**src/rtl/sfr_pkg.sv**
```systemverilog
// ----------------------------------------------------------------------------
// sfr_pkg: shared types and constants of the sync frame receiver
// Phase codes, result kind codes and the result word layout.
// ----------------------------------------------------------------------------
package sfr_pkg;

  localparam logic [7:0] SYNC_BYTE = 8'hFF;
  localparam logic [7:0] TYPE_RESET = 8'd5;

  typedef enum logic [2:0] {
    PH_HUNT    = 3'd0,
    PH_LEN     = 3'd1,
    PH_TYPE    = 3'd2,
    PH_PAYLOAD = 3'd3,
    PH_CSUM    = 3'd4
  } phase_t;

  localparam logic [1:0] KIND_PAYLOAD = 2'd0;
  localparam logic [1:0] KIND_GOOD    = 2'd1;
  localparam logic [1:0] KIND_BAD     = 2'd2;

  typedef struct packed {
    logic [1:0] kind;
    logic [7:0] value;
    logic [7:0] byte_index;
    logic [7:0] frame_type;
    logic       last;
  } res_t;

endpackage

```
**src/rtl/sfr_in_stage.sv**
```systemverilog
// ----------------------------------------------------------------------------
// sfr_in_stage: input word register
// Holds one received word until the frame logic takes it.
// ----------------------------------------------------------------------------
module sfr_in_stage (
  input  logic       clk,
  input  logic       rst_n,
  input  logic       in_valid,
  output logic       in_ready,
  input  logic [7:0] in_rx_byte,
  input  logic       take,
  output logic       word_valid,
  output logic [7:0] word_byte
);

  logic       valid_r;
  logic       valid_nxt;
  logic [7:0] byte_r;

  assign in_ready   = !valid_r || take;
  assign word_valid = valid_r;
  assign word_byte  = byte_r;

  always_comb begin
    valid_nxt = valid_r;
    if (in_valid && in_ready) begin
      valid_nxt = 1'b1;
    end else if (take) begin
      valid_nxt = 1'b0;
    end
  end

  always_ff @(posedge clk) begin
    if (!rst_n) begin
      valid_r <= 1'b0;
    end else begin
      valid_r <= valid_nxt;
    end
  end

  always_ff @(posedge clk) begin
    if (in_valid && in_ready) begin
      byte_r <= in_rx_byte;
    end
  end

endmodule

```
**src/rtl/sfr_frame_fsm.sv**
```systemverilog
// ----------------------------------------------------------------------------
// sfr_frame_fsm: frame state machine and checksum
// Hunts for the sync pair, parses length and type, tags payload words and
// checks the inverted-sum checksum at frame end.
// ----------------------------------------------------------------------------
module sfr_frame_fsm (
  input  logic          clk,
  input  logic          rst_n,
  input  logic          cfg_we,
  input  logic [7:0]    cfg_data,
  input  logic          step,
  input  logic [7:0]    rx_byte,
  output logic          res_valid,
  output sfr_pkg::res_t res
);

  sfr_pkg::phase_t phase_r, phase_nxt;
  logic       prev_ff_r, prev_ff_nxt;
  logic [7:0] len_r, len_nxt;
  logic [7:0] type_r, type_nxt;
  logic [7:0] sum_r, sum_nxt;
  logic [7:0] count_r, count_nxt;
  logic [7:0] acc_type_r;
  logic [7:0] count_inc;
  logic [7:0] need;

  assign count_inc = count_r + 8'd1;
  assign need      = len_r - 8'd1;

  always_comb begin
    phase_nxt   = phase_r;
    prev_ff_nxt = prev_ff_r;
    len_nxt     = len_r;
    type_nxt    = type_r;
    sum_nxt     = sum_r;
    count_nxt   = count_r;
    res_valid   = 1'b0;
    res.kind       = sfr_pkg::KIND_PAYLOAD;
    res.value      = rx_byte;
    res.byte_index = count_r;
    res.frame_type = type_r;
    res.last       = 1'b0;
    case (phase_r)
      sfr_pkg::PH_LEN: begin
        len_nxt   = rx_byte;
        phase_nxt = sfr_pkg::PH_TYPE;
      end
      sfr_pkg::PH_TYPE: begin
        type_nxt = rx_byte;
        if (rx_byte == acc_type_r) begin
          count_nxt = 8'd0;
          sum_nxt   = rx_byte + len_r;
          phase_nxt = (len_r <= 8'd1) ? sfr_pkg::PH_CSUM : sfr_pkg::PH_PAYLOAD;
        end else begin
          phase_nxt = sfr_pkg::PH_HUNT;
        end
      end
      sfr_pkg::PH_PAYLOAD: begin
        res_valid = 1'b1;
        sum_nxt   = sum_r + rx_byte;
        count_nxt = count_inc;
        if (count_inc >= need) begin
          phase_nxt = sfr_pkg::PH_CSUM;
        end
      end
      sfr_pkg::PH_CSUM: begin
        res_valid   = 1'b1;
        res.kind    = (rx_byte == ~sum_r) ? sfr_pkg::KIND_GOOD : sfr_pkg::KIND_BAD;
        res.last    = 1'b1;
        phase_nxt   = sfr_pkg::PH_HUNT;
        prev_ff_nxt = 1'b0;
      end
      default: begin
        phase_nxt = sfr_pkg::PH_HUNT;
        if (rx_byte == sfr_pkg::SYNC_BYTE && prev_ff_r) begin
          prev_ff_nxt = 1'b0;
          phase_nxt   = sfr_pkg::PH_LEN;
        end else begin
          prev_ff_nxt = (rx_byte == sfr_pkg::SYNC_BYTE);
        end
      end
    endcase
  end

  always_ff @(posedge clk) begin
    if (!rst_n) begin
      phase_r    <= sfr_pkg::PH_HUNT;
      prev_ff_r  <= 1'b0;
      len_r      <= 8'd0;
      type_r     <= 8'd0;
      sum_r      <= 8'd0;
      count_r    <= 8'd0;
      acc_type_r <= sfr_pkg::TYPE_RESET;
    end else begin
      if (cfg_we) begin
        acc_type_r <= cfg_data;
      end
      if (step) begin
        phase_r   <= phase_nxt;
        prev_ff_r <= prev_ff_nxt;
        len_r     <= len_nxt;
        type_r    <= type_nxt;
        sum_r     <= sum_nxt;
        count_r   <= count_nxt;
      end
    end
  end

endmodule

```
**src/rtl/sfr_out_stage.sv**
```systemverilog
// ----------------------------------------------------------------------------
// sfr_out_stage: result register
// Holds one result word until the consumer takes it.
// ----------------------------------------------------------------------------
module sfr_out_stage (
  input  logic          clk,
  input  logic          rst_n,
  input  logic          load,
  input  logic          res_valid,
  input  sfr_pkg::res_t res,
  output logic          space,
  output logic          out_valid,
  input  logic          out_ready,
  output sfr_pkg::res_t out_res
);

  logic          valid_r;
  logic          valid_nxt;
  sfr_pkg::res_t res_r;

  assign space     = !valid_r || out_ready;
  assign out_valid = valid_r;
  assign out_res   = res_r;

  always_comb begin
    valid_nxt = valid_r;
    if (load) begin
      valid_nxt = res_valid;
    end else if (out_ready) begin
      valid_nxt = 1'b0;
    end
  end

  always_ff @(posedge clk) begin
    if (!rst_n) begin
      valid_r <= 1'b0;
    end else begin
      valid_r <= valid_nxt;
    end
  end

  always_ff @(posedge clk) begin
    if (load && res_valid) begin
      res_r <= res;
    end
  end

endmodule

```
**src/rtl/sync_frame_receiver_with_checksum_unit.sv**
```systemverilog
// ----------------------------------------------------------------------------
// sync_frame_receiver_with_checksum_unit: sync framed byte receiver
// Finds 0xFF 0xFF sync, parses length and type, delivers payload words of
// the accepted type and reports frame end with the checksum verdict.
// ----------------------------------------------------------------------------
//  channel  | signals                                   | role
//  in_      | in_valid, in_ready, in_rx_byte            | received byte words
//  out_     | out_valid, out_ready, out_kind, out_value,| payload / frame end
//           | out_byte_index, out_frame_type, out_last  |
//  cfg_     | cfg_valid, cfg_ready, cfg_accepted_type   | accepted frame type
//
//  One word per cycle unless the result register stalls; a word enters the
//  input register when accepted; the result register loads any result of it.
//  Reset is synchronous, active low; accepted type resets to 5.
//  A stalled result holds the result register; the input register still
//  takes one more word if empty, then in_ready drops until out_ready returns.
//  cfg_ready is always high.
// ----------------------------------------------------------------------------
module sync_frame_receiver_with_checksum_unit (
  input  logic       clk,
  input  logic       rst_n,
  input  logic       in_valid,
  output logic       in_ready,
  input  logic [7:0] in_rx_byte,
  output logic       out_valid,
  input  logic       out_ready,
  output logic [1:0] out_kind,
  output logic [7:0] out_value,
  output logic [7:0] out_byte_index,
  output logic [7:0] out_frame_type,
  output logic       out_last,
  input  logic       cfg_valid,
  output logic       cfg_ready,
  input  logic [7:0] cfg_accepted_type
);

  logic          word_valid;
  logic [7:0]    word_byte;
  logic          space;
  logic          step;
  logic          res_valid;
  sfr_pkg::res_t res;
  sfr_pkg::res_t out_res;

  assign cfg_ready = 1'b1;
  assign step      = word_valid && space;

  sfr_in_stage u_in (
    .clk        (clk),
    .rst_n      (rst_n),
    .in_valid   (in_valid),
    .in_ready   (in_ready),
    .in_rx_byte (in_rx_byte),
    .take       (step),
    .word_valid (word_valid),
    .word_byte  (word_byte)
  );

  sfr_frame_fsm u_fsm (
    .clk       (clk),
    .rst_n     (rst_n),
    .cfg_we    (cfg_valid && cfg_ready),
    .cfg_data  (cfg_accepted_type),
    .step      (step),
    .rx_byte   (word_byte),
    .res_valid (res_valid),
    .res       (res)
  );

  sfr_out_stage u_out (
    .clk       (clk),
    .rst_n     (rst_n),
    .load      (step),
    .res_valid (res_valid),
    .res       (res),
    .space     (space),
    .out_valid (out_valid),
    .out_ready (out_ready),
    .out_res   (out_res)
  );

  assign out_kind       = out_res.kind;
  assign out_value      = out_res.value;
  assign out_byte_index = out_res.byte_index;
  assign out_frame_type = out_res.frame_type;
  assign out_last       = out_res.last;

endmodule

```
**config.mk**
```make
export PLATFORM = sky130hd
export DESIGN_NAME = sync_frame_receiver_with_checksum_unit
export DESIGN_NICKNAME = d
export VERILOG_FILES = /design/src/rtl/sfr_pkg.sv /design/src/rtl/sfr_in_stage.sv /design/src/rtl/sfr_frame_fsm.sv /design/src/rtl/sfr_out_stage.sv /design/src/rtl/sync_frame_receiver_with_checksum_unit.sv
export SDC_FILE = /design/constraint.sdc
export NUM_CORES = 1
export LEC_CHECK = 0
export BUFFER_PORTS_ARGS = -buffer_cell sky130_fd_sc_hd__buf_4
export CAP_MARGIN = 30
export CORE_MARGIN = 3
export CORE_UTILIZATION = 40
export CTS_CLUSTER_DIAMETER = 150
export DETAILED_ROUTE_END_ITERATION = 7
export GPL_TIMING_DRIVEN = 0
export HOLD_SLACK_MARGIN = 0.05
export PLACE_DENSITY = 0.69
export REMOVE_ABC_BUFFERS = 1
export SLEW_MARGIN = 20
export SYNTH_ARGS = -nofsm -noshare
export SYNTH_HDL_FRONTEND = slang
export SYNTH_SLANG_ARGS = --single-unit
export TNS_END_PERCENT = 30
```
**constraint.sdc**
```tcl
create_clock -name clk -period 7.53 [get_ports clk]
set_input_delay 0.3765 -clock clk [delete_from_list [all_inputs] [get_ports clk]]
set_output_delay 0.3765 -clock clk [all_outputs]
set_load 0.03 [all_outputs]
```
# Word-level counts from Yosys, hierarchy flattened
# Index checks and enable logic that the tools add are counted.
op_classes:
  n_addsub: 4
  magnitude_cmp: 2
  eq_ne: 9
  mux: 18
  bitwise_logic: 2
  n_reduce_logical: 18
ops:
  columns: ["cell", "count"]
  rows:
  - ["case mux 8 bit (2 select lines)", 2]
  - ["adder 8 bit", 2]
  - ["equality test 8 bit", 2]
  - ["2-to-1 mux 8 bit", 2]
  - ["case mux 3 bit (4 select lines)", 1]
  - ["2-to-1 mux 3 bit", 3]
  - ["adder 8 x 1 -> 8 bit, second input constant", 1]
  - ["equality test 8 bit, second input constant", 1]
  - ["greater-or-equal comparator 8 bit", 1]
  - ["<= comparator 8 x 1 -> 1 bit, second input constant", 1]
  - ["2-to-1 mux 1 bit", 8]
  - ["NOT 8 bit", 1]
  - ["AND reduction 2 bit", 4]
  - ["subtractor 8 x 1 -> 8 bit, second input constant", 1]
  - ["equality test 3 x 2 -> 1 bit, second input constant", 2]
  - ["nonzero test 2 bit", 3]
  - ["logical AND 1 bit", 4]
  - ["inequality test 2 x 1 -> 1 bit, second input constant", 2]
  - ["equality test 3 x 1 -> 1 bit, second input constant", 1]
  - ["equality test 3 bit, second input constant", 1]
  - ["AND reduction 3 bit", 1]
  - ["OR reduction 3 bit", 1]
  - ["zero test 1 bit", 2]
  - ["logical OR 1 bit", 2]
  - ["4 further kinds", 4]
word_totals:
  regBits: 81
  output_inout_bits: 30
  wordCells: 68

# Depth between registers and ports, before layout
# Gate-level depths: netlist of run 1.
depth:
  ltp_word: 6
  mapped_depth: 12
  ltp_nobuf: 12

# Modules after synthesis
# Synthesis of run 1 repeated with hierarchy kept, for this count alone.
hier_totals:
  hier_cells: 393
  hier_area_um2: 3953.8
modules_own_cells:
  columns: ["mod", "instances", "cells_per_inst", "area_per_inst_um2"]
  rows:
  - ["sfr_frame_fsm", 1, 345, 2776.4]
  - ["sfr_out_stage", 1, 32, 862.1]
  - ["sfr_in_stage", 1, 13, 297.8]
  - ["sync_frame_receiver_with_checksum_unit", 1, 3, 17.5]

# Worst setup path after synthesis of run 1
# Ideal clock, no wire load.
synth_path:
  path_kind: "flip-flop to flip-flop"
  from: "register u_fsm.phase_r[2]"
  to: "register u_out.res_r, in the netlist u_out.out_res[0] (enable)"
  setup_ns: 0.420
  arrival_ns: 2.288
  required_time_ns: 7.110
  slack_ns: 4.822
  stages_incl_launch_ff: 5
  synth_period_minus_slack_ns: 2.708
  path_cell_list: "dfxtp_1 buf_2 nand3b_2 buf_2 a21oi_1"
synth_between:
  elab_chain_cells: 4
  elab_cells_between_ends: 5
  classes_between: "eq/ne (2); mux (1); reduce/logical (2)"
synth_lines:
  columns: ["item", "line", "source"]
  rows:
  - ["start: declaration", "sfr_frame_fsm.sv:17", "sfr_pkg::phase_t phase_r, phase_nxt;"]
  - ["start signal: assignment", "sfr_frame_fsm.sv:87", "phase_r <= sfr_pkg::PH_HUNT;"]
  - ["start signal: assignment", "sfr_frame_fsm.sv:99", "phase_r <= phase_nxt;"]
  - ["equality test 3 x 2 -> 1 bit or equality test 3 bit (tied branches)", "sfr_frame_fsm.sv:43", "case (phase_r)"]
  - ["OR reduction 2 bit (no line) (*)", null, null]
  - ["2-to-1 mux 1 bit (*)", "sfr_frame_fsm.sv:43", null]
  - ["logical AND 1 bit (*)", "sfr_out_stage.sv:43", "if (load && res_valid) begin"]
  - ["end signal: assignment", "sfr_out_stage.sv:44", "res_r <= res;"]
  - ["end: declaration", "sfr_out_stage.sv:19", "sfr_pkg::res_t res_r;"]
# Mark *: on every way between the ends. The rest lies on a longest branch, timed or not.
# A chain may end at the register's enable or synchronous reset.

# Worst setup path in the final report of run 1
layout_path:
  from: "register u_fsm.phase_r[0]"
  to: "register u_fsm.sum_r[6]"
layout_between:
  elab_chain_cells: 3
  elab_cells_between_ends: 6
  classes_between: "eq/ne (3); mux (1); reduce/logical (2)"
layout_lines:
  columns: ["item", "line", "source"]
  rows:
  - ["equality test 3 x 2 -> 1 bit", "sfr_frame_fsm.sv:43", null]
  - ["inequality test 2 x 1 -> 1 bit (no line) or nonzero test 2 bit (tied branches)", null, null]
  - ["AND reduction 3 bit (no line)", null, null]
  - ["end signal: assignment", "sfr_frame_fsm.sv:103", "sum_r <= sum_nxt;"]
  - ["end: declaration", "sfr_frame_fsm.sv:21", "logic [7:0] sum_r, sum_nxt;"]
# Parallel ways exist; a longest one is shown, timed or not.

==> results of run 1 <==
[stage by stage]
stage	hold WS, ns	cells	power (mW)	setup slack, ns
after CTS	0.179	543	0.847	4.38
final	0.191	543	0.839	4.39
after detailed placement	0.417	527	0.548	4.41
after global routing	0.169	543	0.871	4.16
after global placement	0.416	526	0.545	4.05
after floorplan	0.408	348	0.522	4.84
[sequential cells by signal (all words and copies together) (netlist names)]
register and cells:
u_out.out_res 27, u_fsm.acc_type_r 8, u_fsm.phase_r 3, u_fsm.len_r 8, u_fsm.sum_r 8, u_in.word_byte 8
u_out.out_valid 1, u_fsm.prev_ff_r 1, u_fsm.type_r 8, u_in.word_valid 1, u_fsm.count_r 8
[cell usage in the layout, fill, tap and decap left out, types with 2 or more instances in the layout]
cell,synthesis,routed
ha_1,18,18
a21boi_0,9,9
xnor2_1,23,23
inv_6,0,4
o21ai_2,2,2
o21a_1,5,5
nor3_1,6,6
o21ai_0,11,11
a21oi_1,11,10
edfxtp_1,35,35
nor2b_1,29,28
nand3_1,19,19
buf_4,1,49
a31o_2,3,3
nand2_1,22,22
nand4_1,10,10
mux2i_1,24,24
inv_1,11,11
and3_1,3,3
xor2_1,13,13
o211a_1,2,2
mux2_2,7,7
nand2b_1,2,2
and2_1,5,5
and4b_1,2,2
nor2_1,13,13
clkbuf_8,0,10
dfxtp_1,46,46
[final timing paths]
kind	endpoint	from	slack (ns)	depth (start not counted)
setup / recovery	u_fsm.sum_r[6]	u_fsm.phase_r[0]	4.39	10
hold / removal	u_in.word_byte[4]	in_rx_byte[4]	0.19	1
setup reg to reg	u_fsm.sum_r[6]	u_fsm.phase_r[0]	4.39	10
hold reg to reg	u_out.out_res[1]	u_fsm.type_r[0]	0.44	0
[worst max-delay path, cell delays in order, from the launching register on]
cell and delay, ns:
dfxtp_1 0.63, nand3b_2 0.47, mux2_2 0.43, ha_1 0.21, fa_1 0.42, a21oi_1 0.22
o211ai_1 0.15, a21oi_1 0.19, xnor2_1 0.14, mux2i_1 0.10, nor2b_1 0.12
[metal layers]
| metal | vias to the layer above | share of wire (%) | global-route usage (%) |
|---|---|---|---|
| met1 | 1319 | 45 | 19.2 |
| li1 | 1381 | - | - |
| met5 | - | 0 | 0 |
| met2 | 74 | 48 | 24.0 |
| met3 | 7 | 5.9 | 2.79 |
| met4 | 0 | 1.0 | 5.64 |
[cell families (layout without fill, tap and decap cells)]
logic type                 after synthesis  in the layout  share of synthesized area [%]
DFF                                     81             81                           49.3
other                                    1              1                         0.0937
AOI/OAI and AO/OA                       51             51                           8.60
muxes                                   31             31                           7.97
adders and majority gates               19             19                           6.13
xor gates and xnor gates                36             36                           7.88
and+or+nand+nor                        118            118                           16.3
buffers and inverters                   29             77                           3.72
[area by class of cell]
cell class                 instances  area, um2  share of cell area (%)
multi-input combinational        256       1890                    40.7
clock inverter                     6       48.8                    1.05
tap                              129        161                    3.47
timing repair buffer              50        395                    8.50
clock buffer                      10        138                    2.96
inverter                          11       41.3                   0.888
sequential                        81       1970                    42.4
[power breakdown]
| group | switching (mW) | internal, mW | total [mW] | leakage (nW) |
|---|---|---|---|---|
| Sequential | 0.0165 | 0.464 | 0.481 | 0.690 |
| Combinational | 0.0269 | 0.0303 | 0.0573 | 1.08 |
| Clock | 0.167 | 0.134 | 0.301 | 0.0981 |
==> flow_results.xml, run 1 <==
<?xml version="1.0" encoding="UTF-8"?>
<metrics>
  <group name="global_route">
    <metric name="grt_pass1_vias" unit="">2630</metric>
    <metric name="grt_antenna_before_repair" unit="">0</metric>
    <metric name="global_route.overflow_total" unit="">0</metric>
    <metric name="maximum_number_of_pins_on_one_net_before_global_route_repair" unit="">52</metric>
    <metric name="grt_first_pass_wirelength" unit="mm">13.0</metric>
    <metric name="grtUsageTotal" unit="%">14.7</metric>
  </group>
  <group name="timing">
    <metric name="setup_violators_final" unit="">0</metric>
    <metric name="worstMarginPinSlew" unit="ns">0.796</metric>
    <metric name="timing.final.max_slew_violations" unit="">0</metric>
    <metric name="report.final.hold_viol_count" unit="">0</metric>
    <metric name="rsz_0062_raised_after_global_routing" unit="">false</metric>
    <metric name="worst_slew_margin_rel" unit="%">46.7</metric>
    <metric name="timing.final.crit_share" unit="%">41.7</metric>
    <metric name="clock_skew" unit="ns">0.00833</metric>
    <metric name="achievable-frequency" unit="MHz">319</metric>
    <metric name="fin_setup_tns" unit="ns">0</metric>
    <metric name="fin_crit" unit="ns">3.14</metric>
  </group>
  <group name="synth">
    <metric name="synth.distinct_cells" unit="">49</metric>
    <metric name="ys.warnings.count" unit="">0</metric>
    <metric name="synth-async-reset-ratio" unit="%">0</metric>
    <metric name="synthesis.area_per_instance" unit="um2">10.9</metric>
    <metric name="post-synth-top-count-cell" unit="">dfxtp_1</metric>
    <metric name="synth_top_cells_by_count" unit="">dfxtp_1 (46), edfxtp_1 (35), nor2b_1 (29)</metric>
    <metric name="ys_dominant_reg_cell" unit="">dfxtp_1</metric>
    <metric name="postSynthRegisterBits" unit="">81</metric>
    <metric name="synth_seq_area_share" unit="%">49.3</metric>
    <metric name="yosysTopAreaCellShare" unit="%">26.3</metric>
    <metric name="synthTopCellsByArea" unit="">edfxtp_1 (26%), dfxtp_1 (23%), mux2i_1 (6.0%), ha_1 (5.6%), xnor2_1 (5.0%)</metric>
    <metric name="synth_top_area_cell" unit="">edfxtp_1</metric>
    <metric name="syn-instance-count" unit="">366</metric>
    <metric name="synth_enable_flop_cells" unit="">35</metric>
    <metric name="netlist_area" unit="mm2">0.00400</metric>
  </group>
  <group name="die">
    <metric name="boundaryPins" unit="">51</metric>
    <metric name="die_area" unit="mm2">0.0112</metric>
    <metric name="fp.dieH" unit="um">106</metric>
    <metric name="initial_utilization" unit="%">42.3</metric>
    <metric name="die-width" unit="um">106</metric>
    <metric name="num_rows" unit="">35</metric>
    <metric name="coreArea" unit="mm2">0.00946</metric>
  </group>
  <group name="routing">
    <metric name="drt_first_iter_violations" unit="">144</metric>
    <metric name="drt.antenna.violating_nets" unit="">0</metric>
    <metric name="routed-via-count" unit="">2781</metric>
    <metric name="drc_errors" unit="">0</metric>
    <metric name="wl_per_cell" unit="um">14.9</metric>
    <metric name="total_iterations_of_the_first_detailed_routing_run" unit="">4</metric>
    <metric name="finalWirelength" unit="mm">8.09</metric>
    <metric name="drt-vias-per-instance" unit="">5.12</metric>
  </group>
  <group name="placed_design">
    <metric name="detailed_place.area" unit="mm2">0.00446</metric>
    <metric name="detailedPlacementHpwl" unit="mm">5.70</metric>
    <metric name="placement.io_buffers" unit="">49</metric>
    <metric name="gp_congestion" unit="">0.822</metric>
  </group>
  <group name="final_layout">
    <metric name="postLayoutCoreUtil" unit="%">49.2</metric>
    <metric name="final_design_area_no_fill" unit="mm2">0.00465</metric>
    <metric name="diodes" unit="">0</metric>
    <metric name="post_route_cells_drive_above_1_share" unit="%">20.5</metric>
    <metric name="layout-area-overhead-vs-synth" unit="%">16.2</metric>
    <metric name="num-fill-cells" unit="">870</metric>
    <metric name="finish.net_count" unit="">449</metric>
  </group>
  <group name="critical_path">
    <metric name="worst_setup_path_end_kind" unit="">register</metric>
    <metric name="crit_path_start_kind" unit="">register</metric>
    <metric name="criticalPathCategory" unit="">register to register</metric>
    <metric name="required" unit="ns">7.83</metric>
    <metric name="worstPathArrival" unit="ns">3.44</metric>
    <metric name="crit_fanout" unit="">15</metric>
  </group>
  <group name="pwr">
    <metric name="vdd.ir_drop.worst" unit="mV">0.0841</metric>
    <metric name="leakagePower" unit="nW">1.87</metric>
    <metric name="powerDensity" unit="mW/mm2">180</metric>
  </group>
  <group name="outcome">
    <metric name="run_status" unit="">finished, final reports clean</metric>
  </group>
  <group name="clocking">
    <metric name="clockBufferDepth" unit="">2</metric>
    <metric name="numClockSinks" unit="">81</metric>
    <metric name="cts_inserted_buffers" unit="">9</metric>
    <metric name="tritoncts" unit="">yes</metric>
    <metric name="insertion_delay" unit="ns">0.35</metric>
    <metric name="cts-hold-fix-buffers" unit="">0</metric>
    <metric name="ctsHtreeMaxLevel" unit="">3</metric>
    <metric name="cts_resized" unit="">0</metric>
    <metric name="cts_setup_buffers" unit="">0</metric>
    <metric name="clock_tree.root_cell" unit="">clkbuf_8</metric>
    <metric name="path_clk_slew" unit="ns">0.09</metric>
  </group>
  <group name="worst_hold_path">
    <metric name="worst_hold_path_type" unit="">input pin to register</metric>
  </group>
  <group name="job">
    <metric name="cap_viol_max_count" unit="">0</metric>
  </group>
</metrics>
No activity file was read; power rests on OpenSTA's default activity.
==> run 2: changes to the inputs <==
ABC_AREA = 1   (was default)
clock period = 3.2 ns   (was 7.53 ns; I/O delays follow)
==> run 2 against run 1 <==
Compared with the run above: critical path depth up 4; synthesized cell count up 24%; flip-flop and latch count unchanged.
==> flow_results.xml, run 2 <==
<?xml version="1.0" encoding="UTF-8"?>
<metrics>
  <group name="final_layout">
    <metric name="layout-area-overhead-vs-synth" unit="%">21.6</metric>
    <metric name="finish.net_count" unit="">558</metric>
    <metric name="largest_reg_flops" unit="">27</metric>
    <metric name="post_route_cells_drive_above_1_share" unit="%">17.4</metric>
    <metric name="num-fill-cells" unit="">903</metric>
    <metric name="layout_common_cells" unit="">nand2_1 (110), a21oi_1 (50), buf_4 (49), dfxtp_1 (46), inv_1 (43)</metric>
    <metric name="diodes" unit="">0</metric>
    <metric name="layout.cells.most_common" unit="">nand2_1</metric>
  </group>
  <group name="timing">
    <metric name="fin_crit" unit="ns">2.59</metric>
    <metric name="timing.final.max_slew_violations" unit="">0</metric>
    <metric name="fin_setup_tns" unit="ns">0</metric>
    <metric name="worst_slew_margin_rel" unit="%">59.5</metric>
    <metric name="setup_violators_final" unit="">0</metric>
    <metric name="worstMarginPinSlew" unit="ns">0.606</metric>
    <metric name="timing.final.crit_share" unit="%">80.9</metric>
    <metric name="achievable-frequency" unit="MHz">386</metric>
    <metric name="clock_skew" unit="ns">0.0133</metric>
    <metric name="report.final.hold_viol_count" unit="">0</metric>
    <metric name="rsz_0062_raised_after_global_routing" unit="">false</metric>
  </group>
  <group name="critical_path">
    <metric name="max_stage_delay" unit="ns">0.39</metric>
    <metric name="crit_path_frequent_cell" unit="">nand2_1</metric>
    <metric name="worstPathArrival" unit="ns">2.84</metric>
    <metric name="worst_path_max_delay_cell" unit="">dfxtp_1</metric>
    <metric name="timing.critical_path.cells" unit="">inv_2 -&gt; nor2_2 -&gt; nand2_1 -&gt; o21ai_0 -&gt; ha_1 -&gt; or2_2 -&gt; nand3b_1 -&gt; nand2_1 -&gt; nand2_1 -&gt; nand2_1 -&gt; inv_1 -&gt; nand2_1 -&gt; a21oi_2 -&gt; nor2_1</metric>
    <metric name="critPathBufInv" unit="">2</metric>
    <metric name="start_point_of_the_critical_path" unit="">u_fsm.phase_r[1]</metric>
    <metric name="worst_setup_path_end_kind" unit="">register</metric>
    <metric name="crit_path_start_kind" unit="">register</metric>
    <metric name="rr_startpoint" unit="">u_fsm.phase_r[1]</metric>
    <metric name="required" unit="ns">3.45</metric>
    <metric name="crit_family" unit="">simple AND/OR/NAND/NOR gates</metric>
    <metric name="crit_fanout" unit="">21</metric>
    <metric name="criticalPathCategory" unit="">register to register</metric>
  </group>
  <group name="placed_design">
    <metric name="detailedPlacementHpwl" unit="mm">5.96</metric>
    <metric name="gp_congestion" unit="">0.887</metric>
    <metric name="placement.io_buffers" unit="">49</metric>
  </group>
  <group name="die">
    <metric name="num_rows" unit="">35</metric>
    <metric name="die_area" unit="mm2">0.0110</metric>
    <metric name="fp.dieH" unit="um">105</metric>
    <metric name="initial_utilization" unit="%">41.7</metric>
    <metric name="boundaryPins" unit="">51</metric>
    <metric name="coreArea" unit="mm2">0.00937</metric>
    <metric name="die-width" unit="um">105</metric>
  </group>
  <group name="routing">
    <metric name="finalWirelength" unit="mm">8.09</metric>
    <metric name="drt-vias-per-instance" unit="">4.73</metric>
    <metric name="drt.antenna.violating_nets" unit="">0</metric>
    <metric name="total_iterations_of_the_first_detailed_routing_run" unit="">5</metric>
    <metric name="wl_per_cell" unit="um">12.4</metric>
    <metric name="drc_errors" unit="">0</metric>
    <metric name="routed-via-count" unit="">3085</metric>
    <metric name="drt_first_iter_violations" unit="">119</metric>
  </group>
  <group name="clocking">
    <metric name="cts_resized" unit="">0</metric>
    <metric name="tritoncts" unit="">yes</metric>
    <metric name="clockBufferDepth" unit="">2</metric>
    <metric name="cts_inserted_buffers" unit="">9</metric>
    <metric name="insertion_delay" unit="ns">0.36</metric>
    <metric name="ctsHtreeMaxLevel" unit="">3</metric>
    <metric name="numClockSinks" unit="">81</metric>
    <metric name="clock_tree.root_cell" unit="">clkbuf_8</metric>
    <metric name="path_clk_slew" unit="ns">0.09</metric>
  </group>
  <group name="global_route">
    <metric name="grtUsageTotal" unit="%">15.9</metric>
    <metric name="grt_antenna_before_repair" unit="">0</metric>
    <metric name="maximum_number_of_pins_on_one_net_before_global_route_repair" unit="">34</metric>
    <metric name="grt_pass1_vias" unit="">3038</metric>
    <metric name="grt_first_pass_wirelength" unit="mm">14.2</metric>
    <metric name="global_route.overflow_total" unit="">0</metric>
  </group>
  <group name="outcome">
    <metric name="run_status" unit="">finished, final reports clean</metric>
  </group>
  <group name="pwr">
    <metric name="powerDensity" unit="mW/mm2">447</metric>
    <metric name="vdd.ir_drop.worst" unit="mV">0.210</metric>
    <metric name="leakagePower" unit="nW">2.20</metric>
    <metric name="power_after_layout" unit="mW">2.13</metric>
  </group>
  <group name="synth">
    <metric name="synth_top_cells_by_count" unit="">nand2_1 (110), a21oi_1 (50), dfxtp_1 (46)</metric>
    <metric name="post-synth-top-count-cell" unit="">nand2_1</metric>
    <metric name="synth_enable_flop_cells" unit="">35</metric>
    <metric name="ys_dominant_reg_cell" unit="">dfxtp_1</metric>
    <metric name="postSynthRegisterBits" unit="">81</metric>
    <metric name="synthTopCellsByArea" unit="">edfxtp_1 (27%), dfxtp_1 (24%), nand2_1 (11%), a21oi_1 (6.4%), ha_1 (5.8%)</metric>
    <metric name="synthesis.area_per_instance" unit="um2">8.59</metric>
    <metric name="yosysTopAreaCellShare" unit="%">26.9</metric>
    <metric name="ys.warnings.count" unit="">0</metric>
    <metric name="netlist_area" unit="mm2">0.00391</metric>
    <metric name="syn-instance-count" unit="">455</metric>
    <metric name="synth_seq_area_share" unit="%">50.4</metric>
    <metric name="synth_top_area_cell" unit="">edfxtp_1</metric>
    <metric name="synth-async-reset-ratio" unit="%">0</metric>
    <metric name="synth.distinct_cells" unit="">34</metric>
  </group>
  <group name="worst_hold_path">
    <metric name="worstHoldStart" unit="">cfg_accepted_type[1]</metric>
    <metric name="worst_hold_path_type" unit="">input pin to register</metric>
  </group>
  <group name="job">
    <metric name="cap_viol_max_count" unit="">0</metric>
  </group>
</metrics>
## run 2: cell types whose count changed after synthesis, sizes merged, moves of 7 or more
cell,before,now
o21ai,13,36
nand2,22,112
mux2i,24,0
nor2b,29,0
nand4,10,3
xnor2,23,7
mux2,7,0
buf,12,5
nand3,19,10
a21boi,9,0
a21oi,11,51
nor2,13,44
inv,11,52
## run 2: cell families after synthesis
family / Yosys count / synth area share, %
other cells: 1 / 0.0959
simple gates: 182 / 20.1
flops: 81 / 50.4
xor+xnor: 21 / 4.71
fa+ha+maj: 19 / 6.27
compound gates: 88 / 11.7
buf+inv: 63 / 6.59
## run 2: stage by stage
step	hold slack [ns]	setup slack (ns)	cells	utilization [%]	cell area, um2
2_1_floorplan	0.259	0.942	444	-	3850
3_3_place_gp	0.338	0.661	622	46.7	4380
3_5_place_dp	0.339	0.620	623	47.0	4400
4_1_cts	0.0705	0.592	652	50.7	4750
5_1_grt	0.0730	0.276	652	50.7	4750
6_report	0.0873	0.611	652	50.7	4750
## run 2: metal layers
layer / share of wire, % / routed length, um / up-vias / global-route usage (%)
li1: - / - / 1608 / -
met1: 46 / 3740 / 1415 / 20.0
met2: 49 / 3930 / 51 / 25.7
met3: 3.8 / 307 / 11 / 3.58
met4: 1.4 / 113 / 0 / 7.78
met5: 0 / 0 / - / 0
## run 2: cell type report
cell class | instances | area, um2 | area share [%]
inverter | 52 | 195 | 4.11
tap | 129 | 161 | 3.40
timing repair buffer | 63 | 526 | 11.1
multi-input combinational | 311 | 1680 | 35.3
sequential | 81 | 1970 | 41.5
clock buffer | 10 | 149 | 3.13
clock inverter | 6 | 70.1 | 1.47
## run 2: where the power goes
group,leakage [nW],switching (mW),internal [mW]
combinational,1.36,0.110,0.0810
sequential,0.719,0.0265,1.10
clock,0.113,0.395,0.416
## run 2: final timing paths
check	slack, ns	endpoint	depth (start not counted)
setup / recovery	0.61	u_fsm.sum_r[7]	14
hold / removal	0.09	u_fsm.acc_type_r[1]	3
setup reg to reg	0.61	u_fsm.sum_r[7]	14
hold reg to reg	0.44	u_out.out_res[2]	0
## run 2: timing repair
action	CTS	global route
endpoints found under the setup margin	0	0
hold endpoints to repair	10	0
buffers inserted	0	0
hold buffers	13	0
## run 2: tightest hold or removal path, cell delays in order
cell and delay, ns:
buf_4 0.07, o21ai_0 0.07, a21oi_1 0.11
